===== src/qlsse_pkg.sv =====
`default_nettype none
// ----------------------------------------------------------------------------
// qlsse_pkg
// Types, constants and helpers shared by the quadrant sun sensor error block.
// ----------------------------------------------------------------------------
package qlsse_pkg;

  localparam int SAMPLE_BITS = 12;
  localparam int REG_BITS    = 12;
  localparam int CHANNELS    = 4;
  localparam int ERR_BITS    = 15;
  localparam int AVG_BITS    = 12;
  localparam int COUNT_BITS  = 16;

  // Channel order within a round.
  localparam int CH_TL = 0;
  localparam int CH_TR = 1;
  localparam int CH_BL = 2;
  localparam int CH_BR = 3;

  // Register indexes of the configuration port.
  localparam int CFG_ADDR_BITS = 2;
  localparam logic [CFG_ADDR_BITS-1:0] REG_MIN_LEVEL = 2'd0;
  localparam logic [CFG_ADDR_BITS-1:0] REG_MAX_LEVEL = 2'd1;
  localparam logic [CFG_ADDR_BITS-1:0] REG_SUN_THR   = 2'd2;

  localparam logic [REG_BITS-1:0] MIN_LEVEL_RST = 12'd0;
  localparam logic [REG_BITS-1:0] MAX_LEVEL_RST = 12'd4095;
  localparam logic [REG_BITS-1:0] SUN_THR_RST   = 12'd200;

  // Stream widths.
  localparam int IN_DATA_BITS   = ((CHANNELS * SAMPLE_BITS + 7) / 8) * 8;
  localparam int OUT_FIELD_BITS = 2 + 2 * ERR_BITS + AVG_BITS + COUNT_BITS;
  localparam int OUT_DATA_BITS  = ((OUT_FIELD_BITS + 7) / 8) * 8;

  // Datapath widths.
  localparam int CMP_BITS  = (SAMPLE_BITS > REG_BITS) ? SAMPLE_BITS : REG_BITS;
  localparam int SUM_BITS  = SAMPLE_BITS + 2;
  localparam int PAIR_BITS = SAMPLE_BITS + 1;
  localparam int MAG_BITS  = SAMPLE_BITS + 1;
  localparam int SCL_BITS  = MAG_BITS + 3;
  // floor(y / 5) = (y * DIV_MULT) >> DIV_SHIFT, exact for y below 2^22.
  localparam int DIV_SHIFT = 24;
  localparam int MULT_BITS = 22;
  localparam logic [MULT_BITS-1:0] DIV_MULT = MULT_BITS'(((1 << DIV_SHIFT) + 4) / 5);
  localparam int PROD_BITS = SCL_BITS + MULT_BITS;
  localparam int QUO_BITS  = SAMPLE_BITS + 2;
  localparam int ERRW      = (QUO_BITS + 1 > ERR_BITS) ? QUO_BITS + 1 : ERR_BITS;

  // Queue between front and back.
  localparam int QUEUE_DEPTH = 2;
  localparam int QPTR_BITS   = (QUEUE_DEPTH > 1) ? $clog2(QUEUE_DEPTH) : 1;
  localparam int QCNT_BITS   = $clog2(QUEUE_DEPTH + 1);

  typedef logic [SAMPLE_BITS-1:0] sample_t;

  typedef enum logic {
    OP_CLEAR = 1'b0,
    OP_EMIT  = 1'b1
  } op_e;

  typedef struct packed {
    op_e                    op;
    sample_t [CHANNELS-1:0] med;
  } job_t;

  typedef struct packed {
    logic                 full;
    logic                 empty;
    logic [QCNT_BITS-1:0] level;
  } q_status_t;

  typedef struct packed {
    logic [REG_BITS-1:0] min_level;
    logic [REG_BITS-1:0] max_level;
    logic [REG_BITS-1:0] sun_thr;
  } cfg_t;

  function automatic sample_t mid3(sample_t x, sample_t y, sample_t z);
    sample_t m;
    if (x > y) begin
      if (y > z) m = y;
      else       m = (x > z) ? z : x;
    end else begin
      if (x > z) m = x;
      else       m = (y > z) ? z : y;
    end
    return m;
  endfunction

endpackage
`default_nettype wire


===== src/qlsse_front.sv =====
`default_nettype none
// ----------------------------------------------------------------------------
// qlsse_front
// Accept requests, hold two sample rounds and queue medians or counter clears.
// ----------------------------------------------------------------------------
module qlsse_front import qlsse_pkg::*; (
  input  wire logic                    clk_i,
  input  wire logic                    rst_ni,
  input  wire logic                    req_valid_i,
  input  wire logic                    req_kind_i,
  input  wire sample_t [CHANNELS-1:0]  req_smp_i,
  input  wire q_status_t               q_status_i,
  output logic                         req_ready_o,
  output logic                         push_o,
  output job_t                         push_job_o,
  output logic [1:0]                   round_o
);

  sample_t [CHANNELS-1:0] held_q [2];
  logic    [1:0]          round_q, round_d;
  logic                   accept;
  logic                   emit_round;

  assign req_ready_o = !q_status_i.full;
  assign accept      = req_valid_i && req_ready_o;
  assign emit_round  = round_q[1];

  always_comb begin
    round_d         = round_q;
    push_o          = 1'b0;
    push_job_o.op   = OP_CLEAR;
    for (int c = 0; c < CHANNELS; c++) begin
      push_job_o.med[c] = mid3(held_q[0][c], held_q[1][c], req_smp_i[c]);
    end
    if (accept) begin
      if (req_kind_i) begin
        push_o = 1'b1;
      end else if (emit_round) begin
        push_o        = 1'b1;
        push_job_o.op = OP_EMIT;
        round_d       = 2'd0;
      end else begin
        round_d = round_q + 2'd1;
      end
    end
  end

  always_ff @(posedge clk_i or negedge rst_ni) begin
    if (!rst_ni) begin
      round_q <= 2'd0;
    end else begin
      round_q <= round_d;
    end
  end

  // Hold the first two rounds of each triple.
  always_ff @(posedge clk_i) begin
    if (accept && !req_kind_i && !emit_round) begin
      held_q[round_q[0]] <= req_smp_i;
    end
  end

  assign round_o = round_q;

endmodule
`default_nettype wire


===== src/qlsse_queue.sv =====
`default_nettype none
// ----------------------------------------------------------------------------
// qlsse_queue
// Short queue of jobs between the front and the back.
// ----------------------------------------------------------------------------
module qlsse_queue import qlsse_pkg::*; (
  input  wire logic      clk_i,
  input  wire logic      rst_ni,
  input  wire logic      push_i,
  input  wire job_t      push_job_i,
  input  wire logic      pop_i,
  output job_t           head_o,
  output q_status_t      status_o
);

  job_t                 mem_q [QUEUE_DEPTH];
  logic [QPTR_BITS-1:0] wr_ptr_q, wr_ptr_d;
  logic [QPTR_BITS-1:0] rd_ptr_q, rd_ptr_d;
  logic [QCNT_BITS-1:0] count_q, count_d;
  logic                 do_push, do_pop;

  assign status_o.full  = (count_q == QCNT_BITS'(QUEUE_DEPTH));
  assign status_o.empty = (count_q == '0);
  assign status_o.level = count_q;

  assign do_push = push_i && !status_o.full;
  assign do_pop  = pop_i && !status_o.empty;

  always_comb begin
    wr_ptr_d = wr_ptr_q;
    rd_ptr_d = rd_ptr_q;
    count_d  = count_q;
    if (do_push) begin
      wr_ptr_d = (wr_ptr_q == QPTR_BITS'(QUEUE_DEPTH - 1)) ? '0 : wr_ptr_q + QPTR_BITS'(1);
    end
    if (do_pop) begin
      rd_ptr_d = (rd_ptr_q == QPTR_BITS'(QUEUE_DEPTH - 1)) ? '0 : rd_ptr_q + QPTR_BITS'(1);
    end
    case ({do_push, do_pop})
      2'b10:   count_d = count_q + QCNT_BITS'(1);
      2'b01:   count_d = count_q - QCNT_BITS'(1);
      default: count_d = count_q;
    endcase
  end

  always_ff @(posedge clk_i or negedge rst_ni) begin
    if (!rst_ni) begin
      wr_ptr_q <= '0;
      rd_ptr_q <= '0;
      count_q  <= '0;
    end else begin
      wr_ptr_q <= wr_ptr_d;
      rd_ptr_q <= rd_ptr_d;
      count_q  <= count_d;
    end
  end

  always_ff @(posedge clk_i) begin
    if (do_push) begin
      mem_q[wr_ptr_q] <= push_job_i;
    end
  end

  assign head_o = mem_q[rd_ptr_q];

endmodule
`default_nettype wire


===== src/qlsse_back.sv =====
`default_nettype none
// ----------------------------------------------------------------------------
// qlsse_back
// Check limits, average, count faults and scale the pointing errors.
// ----------------------------------------------------------------------------
module qlsse_back import qlsse_pkg::*; (
  input  wire logic                     clk_i,
  input  wire logic                     rst_ni,
  input  wire cfg_t                     cfg_i,
  input  wire job_t                     head_i,
  input  wire q_status_t                q_status_i,
  output logic                          pop_o,
  output logic                          res_valid_o,
  input  wire logic                     res_ready_i,
  output logic [OUT_DATA_BITS-1:0]      res_data_o
);

  // Check stage.
  logic                  a_vld_q;
  logic                  a_ok_q, a_ok_d;
  logic                  a_sun_q, a_sun_d;
  logic [SAMPLE_BITS-1:0] a_avg_q, a_avg_d;
  logic                  a_az_neg_q, a_az_neg_d, a_el_neg_q, a_el_neg_d;
  logic [SCL_BITS-1:0]   a_az_scl_q, a_az_scl_d, a_el_scl_q, a_el_scl_d;
  logic [COUNT_BITS-1:0] cnt_q, cnt_d;

  // Output register.
  logic                  b_vld_q;
  logic                  b_ok_q, b_sun_q;
  logic [ERR_BITS-1:0]   b_az_q, b_az_d, b_el_q, b_el_d;
  logic [AVG_BITS-1:0]   b_avg_q;
  logic [COUNT_BITS-1:0] b_cnt_q;

  logic                  b_free, a_take, a_free;
  logic [2:0]            n_faults;
  logic [SUM_BITS-1:0]   sum;
  logic [PAIR_BITS-1:0]  p_right, p_left, p_top, p_bot;
  logic [SUM_BITS-1:0]   d_az, d_el;
  logic [MAG_BITS-1:0]   m_az, m_el;
  logic [CMP_BITS-1:0]   med_x, min_x, max_x;
  logic [PROD_BITS-1:0]  prod_az, prod_el;
  logic [ERRW-1:0]       q_az, q_el;
  logic [COUNT_BITS-1:0] a_cnt_q;

  assign b_free = !b_vld_q || res_ready_i;
  assign a_free = !a_vld_q || b_free;
  assign pop_o  = a_free && !q_status_i.empty;
  assign a_take = pop_o && (head_i.op == OP_EMIT);

  always_comb begin
    n_faults = 3'd0;
    sum      = '0;
    min_x    = CMP_BITS'(cfg_i.min_level);
    max_x    = CMP_BITS'(cfg_i.max_level);
    for (int c = 0; c < CHANNELS; c++) begin
      med_x    = CMP_BITS'(head_i.med[c]);
      n_faults = n_faults + 3'((med_x < min_x) || (med_x > max_x));
      sum      = sum + SUM_BITS'(head_i.med[c]);
    end
    a_ok_d  = (n_faults < 3'd2);
    a_avg_d = sum[SUM_BITS-1:2];
    a_sun_d = CMP_BITS'(a_avg_d) > CMP_BITS'(cfg_i.sun_thr);

    p_right = PAIR_BITS'(head_i.med[CH_TR]) + PAIR_BITS'(head_i.med[CH_BR]);
    p_left  = PAIR_BITS'(head_i.med[CH_TL]) + PAIR_BITS'(head_i.med[CH_BL]);
    p_top   = PAIR_BITS'(head_i.med[CH_TL]) + PAIR_BITS'(head_i.med[CH_TR]);
    p_bot   = PAIR_BITS'(head_i.med[CH_BL]) + PAIR_BITS'(head_i.med[CH_BR]);
    d_az    = SUM_BITS'(p_right) - SUM_BITS'(p_left);
    d_el    = SUM_BITS'(p_top) - SUM_BITS'(p_bot);
    a_az_neg_d = d_az[SUM_BITS-1];
    a_el_neg_d = d_el[SUM_BITS-1];
    m_az    = a_az_neg_d ? MAG_BITS'(-d_az) : MAG_BITS'(d_az);
    m_el    = a_el_neg_d ? MAG_BITS'(-d_el) : MAG_BITS'(d_el);
    // Scale by 16/10 = 8/5; no sun drops the errors to zero.
    a_az_scl_d = a_sun_d ? {m_az, 3'b000} : '0;
    a_el_scl_d = a_sun_d ? {m_el, 3'b000} : '0;

    cnt_d = cnt_q;
    if (pop_o) begin
      if (head_i.op == OP_CLEAR) cnt_d = '0;
      else if (!a_ok_d)          cnt_d = cnt_q + COUNT_BITS'(1);
    end
  end

  // Divide by five through the reciprocal, then restore the sign.
  always_comb begin
    prod_az = PROD_BITS'(a_az_scl_q) * PROD_BITS'(DIV_MULT);
    prod_el = PROD_BITS'(a_el_scl_q) * PROD_BITS'(DIV_MULT);
    q_az    = ERRW'(prod_az[DIV_SHIFT +: QUO_BITS]);
    q_el    = ERRW'(prod_el[DIV_SHIFT +: QUO_BITS]);
    b_az_d  = a_az_neg_q ? ERR_BITS'(ERRW'(0) - q_az) : ERR_BITS'(q_az);
    b_el_d  = a_el_neg_q ? ERR_BITS'(ERRW'(0) - q_el) : ERR_BITS'(q_el);
  end

  always_ff @(posedge clk_i or negedge rst_ni) begin
    if (!rst_ni) begin
      a_vld_q <= 1'b0;
      b_vld_q <= 1'b0;
      cnt_q   <= '0;
    end else begin
      cnt_q <= cnt_d;
      if (a_free) a_vld_q <= a_take;
      if (b_free) b_vld_q <= a_vld_q;
    end
  end

  always_ff @(posedge clk_i) begin
    if (a_take) begin
      a_ok_q     <= a_ok_d;
      a_sun_q    <= a_sun_d;
      a_avg_q    <= a_avg_d;
      a_az_neg_q <= a_az_neg_d;
      a_el_neg_q <= a_el_neg_d;
      a_az_scl_q <= a_az_scl_d;
      a_el_scl_q <= a_el_scl_d;
      a_cnt_q    <= cnt_d;
    end
    if (b_free && a_vld_q) begin
      b_ok_q  <= a_ok_q;
      b_sun_q <= a_sun_q;
      b_az_q  <= b_az_d;
      b_el_q  <= b_el_d;
      b_avg_q <= AVG_BITS'(a_avg_q);
      b_cnt_q <= a_cnt_q;
    end
  end

  assign res_valid_o = b_vld_q;
  assign res_data_o  = OUT_DATA_BITS'({b_cnt_q, b_avg_q, b_el_q, b_az_q, b_sun_q, b_ok_q});

endmodule
`default_nettype wire


===== src/quad_light_sensor_sun_error_top.sv =====
`default_nettype none
// Path: an emitting round passes the queue, the check stage and the output register before it shows on the master side.
// Throughput: one request per cycle while the queue is not full; only the first two
//   rounds of a triple and counter clears give no result, and the queue lets requests
//   in while a result waits.
// Reset: clears the round index, the error counter, the queue and all valid flags,
//   and loads the limit registers with their defaults; held rounds need no reset.
// ----------------------------------------------------------------------------
// quad_light_sensor_sun_error_top
// Quadrant photodiode sun sensor: median of three rounds, limit check, sun
// detection and scaled azimuth and elevation errors.
// ----------------------------------------------------------------------------
module quad_light_sensor_sun_error_top import qlsse_pkg::*; (
  input  wire logic                     clk_i,
  input  wire logic                     rst_ni,
  // Sample rounds and counter clears.
  input  wire logic                     s_axis_tvalid,
  output logic                          s_axis_tready,
  // tdata: top_left_sample, top_right_sample, bottom_left_sample,
  //        bottom_right_sample
  input  wire logic [IN_DATA_BITS-1:0]  s_axis_tdata,
  // tuser: kind
  input  wire logic                     s_axis_tuser,
  // Results.
  output logic                          m_axis_tvalid,
  input  wire logic                     m_axis_tready,
  // tdata: reading_valid, sun_present, horiz_error, vert_error,
  //        light_average, error_count, zero padding
  output logic [OUT_DATA_BITS-1:0]      m_axis_tdata,
  // Configuration writes.
  input  wire logic                     cfg_we_i,
  input  wire logic [CFG_ADDR_BITS-1:0] cfg_addr_i,
  input  wire logic [REG_BITS-1:0]      cfg_wdata_i
);

  cfg_t                   cfg_q;
  sample_t [CHANNELS-1:0] smp;
  logic                   push, pop;
  job_t                   push_job, head;
  q_status_t              q_status;
  logic [1:0]             round;

  // Limit and threshold registers; an unknown index is dropped.
  always_ff @(posedge clk_i or negedge rst_ni) begin
    if (!rst_ni) begin
      cfg_q.min_level <= MIN_LEVEL_RST;
      cfg_q.max_level <= MAX_LEVEL_RST;
      cfg_q.sun_thr   <= SUN_THR_RST;
    end else if (cfg_we_i) begin
      unique case (cfg_addr_i)
        REG_MIN_LEVEL: cfg_q.min_level <= cfg_wdata_i;
        REG_MAX_LEVEL: cfg_q.max_level <= cfg_wdata_i;
        REG_SUN_THR:   cfg_q.sun_thr   <= cfg_wdata_i;
        default: ;
      endcase
    end
  end

  // Unpack the four channels from the lowest bits up.
  always_comb begin
    for (int c = 0; c < CHANNELS; c++) begin
      smp[c] = s_axis_tdata[c*SAMPLE_BITS +: SAMPLE_BITS];
    end
  end

  // Front: hold rounds, take medians on every third round, queue clears in order.
  qlsse_front u_front (
    .clk_i       (clk_i),
    .rst_ni      (rst_ni),
    .req_valid_i (s_axis_tvalid),
    .req_kind_i  (s_axis_tuser),
    .req_smp_i   (smp),
    .q_status_i  (q_status),
    .req_ready_o (s_axis_tready),
    .push_o      (push),
    .push_job_o  (push_job),
    .round_o     (round)
  );

  // Queue: lets the front keep taking requests while the back is stalled.
  qlsse_queue u_queue (
    .clk_i      (clk_i),
    .rst_ni     (rst_ni),
    .push_i     (push),
    .push_job_i (push_job),
    .pop_i      (pop),
    .head_o     (head),
    .status_o   (q_status)
  );

  // Back: limit check and counter, then scaling into the output register.
  qlsse_back u_back (
    .clk_i       (clk_i),
    .rst_ni      (rst_ni),
    .cfg_i       (cfg_q),
    .head_i      (head),
    .q_status_i  (q_status),
    .pop_o       (pop),
    .res_valid_o (m_axis_tvalid),
    .res_ready_i (m_axis_tready),
    .res_data_o  (m_axis_tdata)
  );

  // The front never pushes into a full queue.
  a_no_overflow: assert property (@(posedge clk_i) disable iff (!rst_ni)
    push |-> !q_status.full)
    else $error("push into full queue");

  // Queue level stays within its depth.
  a_level_bound: assert property (@(posedge clk_i) disable iff (!rst_ni)
    q_status.level <= QCNT_BITS'(QUEUE_DEPTH))
    else $error("queue level beyond depth");

  // The round index never reaches three.
  a_round_bound: assert property (@(posedge clk_i) disable iff (!rst_ni)
    round != 2'd3)
    else $error("round index out of range");

  // Without sun both pointing errors are zero.
  a_no_sun_zero: assert property (@(posedge clk_i) disable iff (!rst_ni)
    (m_axis_tvalid && !m_axis_tdata[1]) |->
      (m_axis_tdata[2 +: ERR_BITS] == '0 && m_axis_tdata[2+ERR_BITS +: ERR_BITS] == '0))
    else $error("pointing error without sun");

endmodule
`default_nettype wire


===== config.mk =====
export PLATFORM = sky130hd
export DESIGN_NAME = quad_light_sensor_sun_error_top
export DESIGN_NICKNAME = d
export VERILOG_FILES = /design/src/qlsse_pkg.sv /design/src/qlsse_front.sv /design/src/qlsse_queue.sv /design/src/qlsse_back.sv /design/src/quad_light_sensor_sun_error_top.sv
export SDC_FILE = /design/constraint.sdc
export NUM_CORES = 1
export LEC_CHECK = 0
export ABC_AREA = 0
export BUFFER_PORTS_ARGS = -buffer_cell sky130_fd_sc_hd__buf_2
export CORE_MARGIN = 1
export CORE_UTILIZATION = 40
export CTS_CLUSTER_DIAMETER = 60
export CTS_CLUSTER_SIZE = 24
export DETAILED_ROUTE_END_ITERATION = 7
export SYNTH_ARGS = -nofsm -noshare
export SYNTH_HDL_FRONTEND = slang
export SYNTH_HIERARCHICAL = 1
export SYNTH_SLANG_ARGS = --single-unit

===== constraint.sdc =====
create_clock -name clk_i -period 19.5 [get_ports clk_i]
set_input_delay 1.95 -clock clk_i [delete_from_list [all_inputs] [get_ports clk_i]]
set_output_delay 1.95 -clock clk_i [all_outputs]
set_load 0.05 [all_outputs]

==> impl_summary.txt <==
----------------------------------------------------
[Final layout]
  Total inserted antenna cells ... 0
  Syn-to-layout area delta ... 9.97%
  Share of final-layout standard cells stronger than drive strength 1 ... 12.4%
  Register cell area after layout ... 10900 um2
  Area used by multi-input combinational logic ... 18500 um2
  Final #Nets ... 3674
  Filler cell count ... 7219

[Clocking]
  Later-pin clock latency in the skew report ... 610 ps
  Number of gates resized after CTS ... 0
  CTS tree ... done
  Number of clock sinks seen by CTS ... 372
  Clock slew at reported path FFs ... 70 ps
  Number of levels the H-tree was split into ... 2
  CTS root buf ... sky130_fd_sc_hd__clkbuf_16
  Post-CTS Setup Bufs ... 0
  Clock buffer depth ... 3
  TritonCTS buffer count ... 39
  Hold-fix buffers, CTS ... 0

[Setup path]
  Worst Setup Start Kind ... flip-flop
  Family with the most delay on the worst path ... adder cells
  Critical path's slowest cell ... sky130_fd_sc_hd__a2111oi_0
  Kind of end point of the critical path ... flip-flop
  Max stage delay on crit path ... 810 ps
  Required time of the worst setup path ... 19860 ps
  Data arrival time of the critical path ... 7500 ps
  Worst path cell trace ... ha_1 -> ha_1 -> inv_1 -> fa_1 -> inv_1 -> fa_1 -> inv_1 -> fa_1 -> inv_1 -> ha_1 -> ha_1 -> a21oi_1 -> o21ai_0 -> a2111oi_0 -> o21ai_0 -> xnor2_1 -> ha_1 -> nand4b_1 -> nor3_1 -> a21oi_1 -> a2bb2oi_1 -> xnor2_1
  Worst path most repeated cell ... sky130_fd_sc_hd__ha_1
  Buf+Inv Stages, Crit Path ... 4
  Worst-path fanout max ... 6
  WS Path Type ... reg2reg

[Place]
  Buffers added on ports ... 129
  Detailed-placement wirelength estimate ... 58200 um
  RePlAce Congestion ... 0.920

[Routing]
  Final routed wire length divided by cell count ... 17.9 um
  Drt pass-1 iters ... 6
  Total via count in the routed design ... 21100
  Antenna-violating nets left ... 0
  DRC violation count after routing ... 0
  Number of DRC markers in iteration 0 ... 1054
  DR vias/cell ... 5.28
  Final Routed Wirelength ... 71200 um

[STA]
  Final worst-path cycle share ... 36.6%
  Worst Tran Pin Value ... 1140 ps
  Max-slew violation count ... 0
  Relative slew slack ... 24.1%
  RSZ-0062 raised after global routing ... false
  Post-Route Setup TNS ... 0 ps
  Final critical path time including I/O delays and setup ... 7130 ps
  Clock tree skew after final layout ... 46.6 ps
  Number of hold violations in the final report ... 0
  Final setup viols ... 0
  Highest clock frequency the design can meet ... 140 MHz

[Synthesis]
  Sequential share of the synthesized area ... 34.8%
  Count of flip-flops with a built-in enable after synthesis ... 312
  Fraction of synthesis flops using an asynchronous set or reset pin ... 16.1%
  Synth Register Bits ... 372
  Count of mapped cells out of synthesis ... 2779
  Average size of a mapped cell ... 11.3 um2
  Netlist area before placement ... 31300 um2
  Primary flip-flop cell chosen by synthesis mapping ... sky130_fd_sc_hd__edfxtp_1
  Number of unique standard cell types used by synthesis ... 96
  Yosys warning count ... 6

[Run status]
  Outcome ... completed

[Global route]
  Antenna violations before repair ... 0
  Total congestion overflow ... 0
  Largest net degree at the start of global routing ... 61
  GRT Overall Usage ... 18.1%
  First-pass GRT wire length ... 115000 um
  Via count of the first global-routing pass ... 22200

[Worst hold path]
  Type of the most critical hold path ... reg2reg

[Floorplanning]
  Die X-Extent ... 282 um
  Initial Utilization ... 40.4%
  Die Y-Extent ... 282 um
  Area of the placeable core ... 77500 um2
  Count of boundary I/O pins ... 134
  Std-Cell Rows ... 102
  Die Area ... 79400 um2

[Job]
  Max-cap violations ... 0

----------------------------------------------------
==> worst reg2reg max path, delay by kind of cell (launching register included) <==
family          cells  cell delay [ps]
buf+inv             4              240
flops               1              520
xor+xnor            2              430
compound gates      6             1730
fa+ha+maj           8             3210
simple gates        2              740
==> cells by family after synthesis <==
family / count (synthesis) / synth area share [%]
adder cells (fa/ha/maj): 688 / 31.6
AO/OA/AOI/OAI: 525 / 11.5
buffers and inverters: 493 / 6.41
AND/OR/NAND/NOR: 481 / 8.25
flip-flops: 372 / 34.8
XOR/XNOR: 123 / 3.46
multiplexers: 96 / 4.04
other: 1 / 0.0120
==> metal layers <==
metal	GRT usage, %	part of all wire, %	wire length, um	up-vias
met4	6.65	3.5	2480	0
met1	21.8	42	30200	10200
met3	2.06	3.3	2370	134
li1	-	-	-	10300
met2	33.1	51	36200	421
met5	0	0	0	-
==> cells in the mapped netlist, types with 9 or more instances <==
master,instances,area share [%]
sky130_fd_sc_hd__a211o_1,10,0.28
sky130_fd_sc_hd__a211oi_1,12,0.29
sky130_fd_sc_hd__a21o_1,54,1.3
sky130_fd_sc_hd__a21oi_1,155,2.5
sky130_fd_sc_hd__a221o_1,10,0.32
sky130_fd_sc_hd__a221oi_1,15,0.42
sky130_fd_sc_hd__a222oi_1,36,1.2
sky130_fd_sc_hd__a31oi_1,17,0.34
sky130_fd_sc_hd__and2_1,11,0.22
sky130_fd_sc_hd__and3_1,17,0.34
sky130_fd_sc_hd__and4_1,12,0.34
sky130_fd_sc_hd__buf_4,10,0.24
sky130_fd_sc_hd__clkbuf_1,20,0.24
sky130_fd_sc_hd__dfrtp_1,45,3.6
sky130_fd_sc_hd__dfstp_2,15,1.3
sky130_fd_sc_hd__edfxtp_1,312,30
sky130_fd_sc_hd__fa_1,171,11
sky130_fd_sc_hd__ha_1,517,21
sky130_fd_sc_hd__inv_1,448,5.4
sky130_fd_sc_hd__mux2_2,38,1.4
sky130_fd_sc_hd__mux2_4,51,2.4
sky130_fd_sc_hd__nand2_1,91,1.1
sky130_fd_sc_hd__nand2b_1,32,0.64
sky130_fd_sc_hd__nand3_1,37,0.59
sky130_fd_sc_hd__nand4_1,46,0.92
sky130_fd_sc_hd__nor2_1,88,1.1
sky130_fd_sc_hd__nor2b_1,36,0.72
sky130_fd_sc_hd__nor3_1,39,0.62
sky130_fd_sc_hd__o211ai_1,17,0.41
sky130_fd_sc_hd__o21a_1,21,0.50
sky130_fd_sc_hd__o21ai_0,84,1.3
sky130_fd_sc_hd__o31ai_1,9,0.22
sky130_fd_sc_hd__or2_2,20,0.40
sky130_fd_sc_hd__or3_1,18,0.36
sky130_fd_sc_hd__xnor2_1,78,2.2
sky130_fd_sc_hd__xor2_1,44,1.2
==> through the flow <==
stage | utilization [%] | cells | setup WS (ps) | hold slack (ps) | instance area (um2)
2_1_floorplan | - | 2782 | 13160 | 400 | 31300
3_3_place_gp | 42.7 | 3917 | 12540 | 407 | 33100
3_5_place_dp | 42.7 | 3917 | 12460 | 406 | 33100
4_1_cts | 44.5 | 3989 | 12440 | 422 | 34400
5_1_grt | 44.5 | 3989 | 11860 | 429 | 34400
6_report | 44.5 | 3989 | 12370 | 420 | 34400
==> worst paths after layout <==
kind | startpoint | end | slack [ps] | depth (start not counted)
max reg2reg | u_back/a_el_scl_q[7] | u_back/b_el_q[10] | 12370 | 22
min in group asynchronous | rst_ni | cfg_q[26] | 1520 | 2
max in group asynchronous | rst_ni | u_queue/rd_ptr_q | 17360 | 2
max | u_back/a_el_scl_q[7] | u_back/b_el_q[10] | 12370 | 22
min | u_back/a_cnt_q[4] | u_back/b_cnt_q[4] | 420 | 0
min reg2reg | u_back/a_cnt_q[4] | u_back/b_cnt_q[4] | 420 | 0
==> placed cells by master (no fill, tap or decap), drive strengths merged, types with 37 or more instances in the layout <==
cell    synthesis  final
mux2           90     90
a21o           54     54
inv           448    466
dfrtp          45     45
a21oi         156    156
nor2b          37     37
o21ai          92     92
nor2           88     88
nor3           40     40
ha            517    517
nand4          46     46
nand3          37     37
nand2          91     91
buf            25    140
fa            171    171
xor2           45     45
clkbuf         20     42
xnor2          78     78
edfxtp        312    312
==> flip-flops by register name, summed over array words and instances (netlist names), 13 cells and up <==
| signal | flops |
|---|---|
| u_back/a_az_scl_q | 13 |
| u_back/b_el_q | 15 |
| cfg_q | 36 |
| u_back/b_cnt_q | 16 |
| u_back/a_el_scl_q | 13 |
| u_back/b_az_q | 15 |
| u_front/held_q | 96 |
| u_back/a_cnt_q | 16 |
| u_queue/mem_q | 98 |
| u_back/cnt_q | 16 |
==> layout make-up <==
type	instances	area share, %
clock inverter	30	1.09
sequential	372	31.6
inverter	448	4.88
tap	1040	3.78
clock buffer	42	2.90
timing repair buffer	140	2.11
multi-input combinational	1917	53.6
Power is not shown: default switching activity piles up to over one toggle a cycle in this logic, so the estimate is an artifact.
